<file path="src/rtl/core/wpt_pkg.sv">
`timescale 1ns / 1ps

package wpt_pkg;

  localparam int HELD_DEPTH  = 16;
  localparam int PUNCT_SLOTS = 8;

  localparam int CODE_W  = 16;
  localparam int REG_W   = 64;
  localparam int CNT_W   = $clog2(HELD_DEPTH + 1);
  localparam int HELD_AW = (HELD_DEPTH > 1) ? $clog2(HELD_DEPTH) : 1;

  // output tdata: item_code, overflow_seen, zero pad to whole bytes
  localparam int OUT_TDATA_W = ((CODE_W + 1 + 7) / 8) * 8;

  typedef enum logic [1:0] {
    REG_CODES_LOW  = 2'd0,
    REG_CODES_HIGH = 2'd1,
    REG_COUNT      = 2'd2
  } reg_idx_t;

  typedef enum logic [1:0] {
    KIND_WORD  = 2'd0,
    KIND_PUNCT = 2'd1,
    KIND_END   = 2'd2
  } kind_t;

  typedef enum logic [1:0] {
    S_IDLE,
    S_FLUSH,
    S_TAIL
  } state_t;

endpackage

</file>
<file path="src/rtl/core/word_punctuation_tokenizer_top.sv">
`timescale 1ns / 1ps
// A result beat is registered and shows on the master side in the cycle after its
// input beat; a first result from the held run passes the flush state, the
// registered memory read and the output register, and the output can stall there.
// Throughput: one character per cycle while no held run is flushed and no output
// beat is stalled. The held run sits in a memory with a registered read.
// Reset (sync, active high) clears state, flags, held count and config; the held run
// memory is not cleared, only entries below the held count are ever read.
module word_punctuation_tokenizer_top (
  input  logic                                clk,
  input  logic                                rst,
  // s_tdata: char_code[15:0]
  input  logic [wpt_pkg::CODE_W-1:0]          s_tdata,
  input  logic                                s_tlast,   // end_of_text
  input  logic                                s_tvalid,
  output logic                                s_tready,
  // m_tdata: item_code[15:0], overflow_seen[16], zero pad
  output logic [wpt_pkg::OUT_TDATA_W-1:0]     m_tdata,
  output logic [1:0]                          m_tuser,   // item_kind
  output logic                                m_tlast,   // last_of_run
  output logic                                m_tvalid,
  input  logic                                m_tready,
  input  logic                                cfg_we,
  input  logic [1:0]                          cfg_addr,
  input  logic [wpt_pkg::REG_W-1:0]           cfg_data
);
  import wpt_pkg::*;

  // config
  logic [REG_W-1:0] codes_low;
  logic [REG_W-1:0] codes_high;
  logic [3:0]       punct_count;

  // control state
  state_t             state, state_next;
  logic               in_word, in_word_next;
  logic [CNT_W-1:0]   held_count, held_count_next;
  logic               overflow, overflow_next;
  logic [HELD_AW-1:0] rd_idx, rd_idx_next;
  logic               rd_valid, rd_valid_next;
  kind_t              flush_kind, flush_kind_next;
  logic [CODE_W-1:0]  tail_code, tail_code_next;

  // output register
  logic               out_valid, out_valid_next;
  kind_t              out_kind, out_kind_next;
  logic [CODE_W-1:0]  out_code, out_code_next;
  logic               out_last, out_last_next;
  logic               out_ovf, out_ovf_next;

  // held run memory
  logic [CODE_W-1:0]  held_mem [HELD_DEPTH];
  logic               mem_we;
  logic               rd_en;
  logic [HELD_AW-1:0] rd_addr;
  logic [CODE_W-1:0]  rd_data;

  logic [2*REG_W-1:0] codes_all;
  logic               out_free;
  logic               accept;
  logic               is_space;
  logic               is_punct;
  logic               last_entry;

  assign codes_all = {codes_high, codes_low};
  assign out_free  = !out_valid || m_tready;
  assign s_tready  = (state == S_IDLE) && out_free;
  assign accept    = s_tvalid && s_tready;
  assign is_space  = (s_tdata inside {[16'd9:16'd13], 16'd32});
  assign last_entry = ((CNT_W'(rd_idx) + 1'b1) == held_count);

  always_comb begin
    is_punct = 1'b0;
    for (int i = 0; i < PUNCT_SLOTS; i++) begin
      if ((4'(i) < punct_count) && (codes_all[CODE_W*i +: CODE_W] == s_tdata)) begin
        is_punct = 1'b1;
      end
    end
  end

  always_ff @(posedge clk) begin
    if (rst) begin
      codes_low   <= '0;
      codes_high  <= '0;
      punct_count <= '0;
    end else if (cfg_we) begin
      case (cfg_addr)
        REG_CODES_LOW:  codes_low   <= cfg_data;
        REG_CODES_HIGH: codes_high  <= cfg_data;
        REG_COUNT:      punct_count <= cfg_data[3:0];
        default: ;
      endcase
    end
  end

  always_comb begin
    state_next      = state;
    in_word_next    = in_word;
    held_count_next = held_count;
    overflow_next   = overflow;
    rd_idx_next     = rd_idx;
    rd_valid_next   = rd_valid;
    flush_kind_next = flush_kind;
    tail_code_next  = tail_code;
    out_valid_next  = out_valid && !m_tready;
    out_kind_next   = out_kind;
    out_code_next   = out_code;
    out_last_next   = out_last;
    out_ovf_next    = out_ovf;
    mem_we          = 1'b0;
    rd_en           = 1'b0;
    rd_addr         = rd_idx;

    case (state)
      S_IDLE: begin
        if (accept) begin
          if ((s_tlast && in_word) || (!s_tlast && in_word && is_space)) begin
            // close the word: marker, then held run as punctuation
            out_valid_next = 1'b1;
            out_kind_next  = KIND_END;
            out_code_next  = '0;
            out_last_next  = (held_count == '0);
            out_ovf_next   = overflow;
            in_word_next   = 1'b0;
            if (held_count != '0) begin
              flush_kind_next = KIND_PUNCT;
              rd_idx_next     = '0;
              rd_valid_next   = 1'b0;
              state_next      = S_FLUSH;
            end
          end else if (!s_tlast && !in_word && !is_space) begin
            out_valid_next = 1'b1;
            out_code_next  = s_tdata;
            out_last_next  = 1'b1;
            out_ovf_next   = overflow;
            if (is_punct) begin
              out_kind_next = KIND_PUNCT;
            end else begin
              out_kind_next = KIND_WORD;
              in_word_next  = 1'b1;
            end
          end else if (!s_tlast && in_word && is_punct) begin
            if (held_count < CNT_W'(HELD_DEPTH)) begin
              mem_we          = 1'b1;
              held_count_next = held_count + 1'b1;
            end else begin
              overflow_next = 1'b1;
            end
          end else if (!s_tlast && in_word) begin
            if (held_count == '0) begin
              out_valid_next = 1'b1;
              out_kind_next  = KIND_WORD;
              out_code_next  = s_tdata;
              out_last_next  = 1'b1;
              out_ovf_next   = overflow;
            end else begin
              // held run joins the word, then this char
              tail_code_next  = s_tdata;
              flush_kind_next = KIND_WORD;
              rd_idx_next     = '0;
              rd_valid_next   = 1'b0;
              state_next      = S_FLUSH;
            end
          end
        end
      end
      S_FLUSH: begin
        if (!rd_valid) begin
          rd_en         = 1'b1;
          rd_valid_next = 1'b1;
        end else if (out_free) begin
          out_valid_next = 1'b1;
          out_kind_next  = flush_kind;
          out_code_next  = rd_data;
          out_last_next  = last_entry && (flush_kind == KIND_PUNCT);
          out_ovf_next   = overflow;
          if (last_entry) begin
            held_count_next = '0;
            rd_valid_next   = 1'b0;
            state_next      = (flush_kind == KIND_WORD) ? S_TAIL : S_IDLE;
          end else begin
            rd_idx_next = rd_idx + 1'b1;
            rd_addr     = rd_idx + 1'b1;
            rd_en       = 1'b1;
          end
        end
      end
      S_TAIL: begin
        if (out_free) begin
          out_valid_next = 1'b1;
          out_kind_next  = KIND_WORD;
          out_code_next  = tail_code;
          out_last_next  = 1'b1;
          out_ovf_next   = overflow;
          state_next     = S_IDLE;
        end
      end
      default: state_next = S_IDLE;
    endcase
  end

  always_ff @(posedge clk) begin
    if (rst) begin
      state      <= S_IDLE;
      in_word    <= 1'b0;
      held_count <= '0;
      overflow   <= 1'b0;
      rd_valid   <= 1'b0;
      out_valid  <= 1'b0;
    end else begin
      state      <= state_next;
      in_word    <= in_word_next;
      held_count <= held_count_next;
      overflow   <= overflow_next;
      rd_valid   <= rd_valid_next;
      out_valid  <= out_valid_next;
    end
  end

  always_ff @(posedge clk) begin
    rd_idx     <= rd_idx_next;
    flush_kind <= flush_kind_next;
    tail_code  <= tail_code_next;
    out_kind   <= out_kind_next;
    out_code   <= out_code_next;
    out_last   <= out_last_next;
    out_ovf    <= out_ovf_next;
  end

  always_ff @(posedge clk) begin
    if (mem_we) begin
      held_mem[held_count[HELD_AW-1:0]] <= s_tdata;
    end
  end

  always_ff @(posedge clk) begin
    if (rd_en) begin
      rd_data <= held_mem[rd_addr];
    end
  end

  assign m_tvalid = out_valid;
  assign m_tuser  = out_kind;
  assign m_tlast  = out_last;
  assign m_tdata  = {{(OUT_TDATA_W - CODE_W - 1){1'b0}}, out_ovf, out_code};

endmodule

</file>
<file path="config.mk">
export PLATFORM = sky130hd
export DESIGN_NAME = word_punctuation_tokenizer_top
export DESIGN_NICKNAME = d
export VERILOG_FILES = /design/src/rtl/core/wpt_pkg.sv /design/src/rtl/core/word_punctuation_tokenizer_top.sv
export SDC_FILE = /design/constraint.sdc
export NUM_CORES = 1
export LEC_CHECK = 0
export BUFFER_PORTS_ARGS = -buffer_cell sky130_fd_sc_hd__buf_2
export CAP_MARGIN = 10
export CORE_MARGIN = 5
export CORE_UTILIZATION = 62
export CTS_CLUSTER_SIZE = 16
export DETAILED_ROUTE_END_ITERATION = 8
export PLACE_DENSITY = 0.81
export RECOVER_POWER = 25
export SETUP_SLACK_MARGIN = 0.3
export SLEW_MARGIN = 20
export SYNTH_ARGS = -nofsm -noshare
export SYNTH_HDL_FRONTEND = slang
export SYNTH_SLANG_ARGS = --single-unit
</file>
<file path="constraint.sdc">
create_clock -name clk -period 5.4 [get_ports clk]
set_input_delay 1.35 -clock clk [delete_from_list [all_inputs] [get_ports clk]]
set_output_delay 1.35 -clock clk [all_outputs]
set_load 0.05 [all_outputs]
</file>
==> results.tsv <==
stage	metric	value	unit
outcome	status	finished, violations left	
outcome	violations	max-capacitance violations, max-slew violations	
floorplanning	pin_count	117	
min_path	worstHoldEndpoint	out_ovf$_DFFE_PP_	
finish	final_core_util	69.30	%
critical_path	rrSetupSlack	1040	ps
pwr	combPwrFrac	5.3	%
min_path	hold_depth	0	
finish	nets	1959	
sta	fin_setup_tns	0	ps
sta	min_period_over_period	89.63	%
clock_network	cts.sinks	456	
critical_path	crit_type	in -> reg	
synthesis	yosys_warnings	0	
clock_network	cts_tree	built	
pwr	swShare	22.32	%
pwr	internal-power	0.005752	W
synthesis	synthTopCellsByArea	edfxtp_1, dfxtp_1, mux4_2, nand2_1, mux2i_1	
detailed_routing	drt-initial-drc-count	1702	
finish	layout-drive-gt1-share	19.96	%
grt	grt_usage	30.40	%
critical_path	cp.arrival	5080	ps
clock_network	cts.hold.buffers_added	0	
floorplanning	dieArea	39420	sq um
clock_network	clock_latency	570	ps
clock_network	cts_root_buf	clkbuf_16	
placed_design	buffer_ports.inserted	109	
placed_design	dpl_cell_area	23010	sq um
min_path	min_from	overflow$_SDFFE_PP0P_	
clock_network	post_cts_buffers	0	
grt	grt_pass1_vias	15400	
placed_design	place_congestion	0.9260	
finish	regArea	12260	sq um
critical_path	required	5640	ps
pwr	seqPwrFrac	51.4	%
sta	finalCriticalPeriod	4840	ps
detailed_routing	wl	60620	microns
floorplanning	dieHeight	198.5	microns
sta	hold_viol_final	0	
pwr	finalPower	0.007404	W
finish	fin_area	24470	sq um
floorplanning	core_area	35310	sq um
finish	syn_to_final_growth	11.02	%
critical_path	rr_endpoint	rd_data[5]$_DFFE_PP_	
sta	relSlewSlack	-2.512	%
critical_path	r2r_cells	10	
pwr	p_clk_share	43.3	%
sta	tightest_slew	1538	ps
grt	grt_max_degree	93	
synthesis	synth_cell_type_count	69	
grt	grt_pass1_wl	90930	microns
critical_path	r2r_start	rd_idx[0]$_SDFFCE_PN0P_	
clock_network	clk_pin_slew_worst_paths	60	ps
finish	final_cell_mix	edfxtp_1, nand2_1, a21oi_1	
floorplanning	dieWidth	198.5	microns
clock_network	cts_resized	0	
finish	fillCellCount	2375	
synthesis	synth-main-ff-cell	edfxtp_1	
synthesis	synthArstFlopShare	0	%
detailed_routing	drc_errors	0	
pwr	ir_worst_vdd	0.2472	mV
critical_path	startpoint	s_tdata[3]	
detailed_routing	drt-wirelength-per-cell	25.67	microns
grt	antenna_found_initial	3	
min_path	worstHoldPathType	reg -> reg	
finish	final_common_cell	edfxtp_1	
sta	rsz0062_at_grt	no	
critical_path	start_kind	input port	
grt	overflow	0	
synthesis	synth_edf_count	313	
synthesis	synth_top_area_cell	edfxtp_1	
finish	multi_input_area	9100	sq um
synthesis	yosysSeqAreaShare	55.63	%
placed_design	hpwlAfterDp	39220	microns
detailed_routing	viasPerCell	6.568	
sta	skew	19.01	ps
flow_run	cap_viol_max_count	1	
pwr	power.density	302.6	nW/um^2
pwr	power_switching	0.001653	W
sta	setup_viol	0	
critical_path	worstPathMaxFanout	24	
critical_path	worstSetupEndpointType	register	
pwr	leakage	8.220	nW
detailed_routing	drt_pass1_iterations	8	
synthesis	ys_ff_latch	456	
detailed_routing	drt.antenna.violating_nets	0	
sta	slew_viol_final	25	
detailed_routing	via_count	15510	
sta	fmax	206.6	MHz
clock_network	cts-buffers-inserted	45	
synthesis	avgSynthCellArea	12.37	sq um
floorplanning	rows	69	
synthesis	synth_top_cell_area_share	42.64	%
clock_network	htreeDepth	2	
floorplanning	initial_core_util	62.42	%
clock_network	cts_buffer_depth	3	
synthesis	synth_cells	1782	
synthesis	synth_area	22040	sq um
[metal layers]
metal / global-route usage (%) / up-vias / part of all wire (%)
li1: - / 6809 / -
met1: 39.48 / 7570 / 35
met2: 49.34 / 963 / 48
met3: 7.554 / 162 / 12
met4: 12.97 / 4 / 4.6
met5: 0 / - / 0.038
[worst max-delay path, cell delays in order]
cell and delay [ps]:
buf_2 210, clkbuf_1 1150, xor2_1 170, nor4_1 330, nand4_1 170, o211ai_1 170
o32ai_1 150, a21oi_1 500, nand4_1 310, nor2_1 210, buf_4 330
[sequential cells by signal (all words and copies together), names as in the netlist, 2 cells and up]
name	flops
codes_high	64
codes_low	64
held_count	5
held_mem	256
m_tuser	2
out_code	16
punct_count	4
rd_data	16
rd_idx	4
state	2
tail_code	16
[cell families (layout without fill, tap and decap cells)]
kind of cell               count (synthesis)  count (layout)  share of synthesized area (%)
AOI/OAI and AO/OA                        287             287                          7.913
buffers and inverters                    161             272                          3.588
and+or+nand+nor                          491             491                          10.13
other                                      1               8                        0.01701
adders and majority gates                  9               9                         0.5109
xor gates and xnor gates                 136             136                          5.438
muxes                                    241             241                          16.77
DFF                                      456             456                          55.63
[through the flow]
stage,cells,hold slack [ps],setup slack (ps)
after floorplan,1788,409.0,569.5
after global placement,2276,419.4,598.8
after detailed placement,2276,437.9,597.9
after CTS,2360,452.1,1077
after global routing,2361,466.7,459.8
final,2361,449.8,560.2
[cells in the mapped netlist, types with 17 or more instances]
master    count
buf_4        24
clkbuf_1     81
nor2_1       35
nand4_1      30
nand2_1     311
xor2_1       56
mux4_2       98
a22o_1       17
mux2_2       35
inv_1        19
a211oi_1     35
dfxtp_1     143
o21ai_0      23
mux2i_1      96
nor4_1       50
xnor2_1      79
a21oi_1     171
edfxtp_1    313
[layout make-up]
| type | instances | area share (%) |
|---|---|---|
| Clock buffer | 59 | 5.072 |
| Tap cell | 461 | 2.357 |
| Timing Repair Buffer | 169 | 3.886 |
| Inverter | 19 | 0.2914 |
| Clock inverter | 25 | 1.089 |
| Multi-Input combinational cell | 1171 | 37.19 |
| Sequential cell | 456 | 50.11 |
| Antenna cell | 1 | 0.01023 |
[worst max-delay path by stage]
stage | endpoint | slack, ps
after floorplan | m_tlast$_DFFE_PP_ | 570
after global placement | held_mem[5][4]$_DFFE_PP_ | 600
after detailed placement | held_mem[14][3]$_DFFE_PP_ | 600
after CTS | rd_data[5]$_DFFE_PP_ | 1080
after global routing | held_mem[14][7]$_DFFE_PP_ | 460
final | held_mem[14][11]$_DFFE_PP_ | 560
[power groups by stage]
stage               Clock, W  Sequential [W]  Combinational, W
finish               0.00321         0.00381          0.000389
global route         0.00337         0.00381          0.000416
CTS                  0.00322         0.00381          0.000387
detailed placement         0         0.00388          0.000384
global placement           0         0.00388          0.000375
floorplan                  0         0.00390          0.000207
Note: power is estimated with default switching activity, not from simulation.
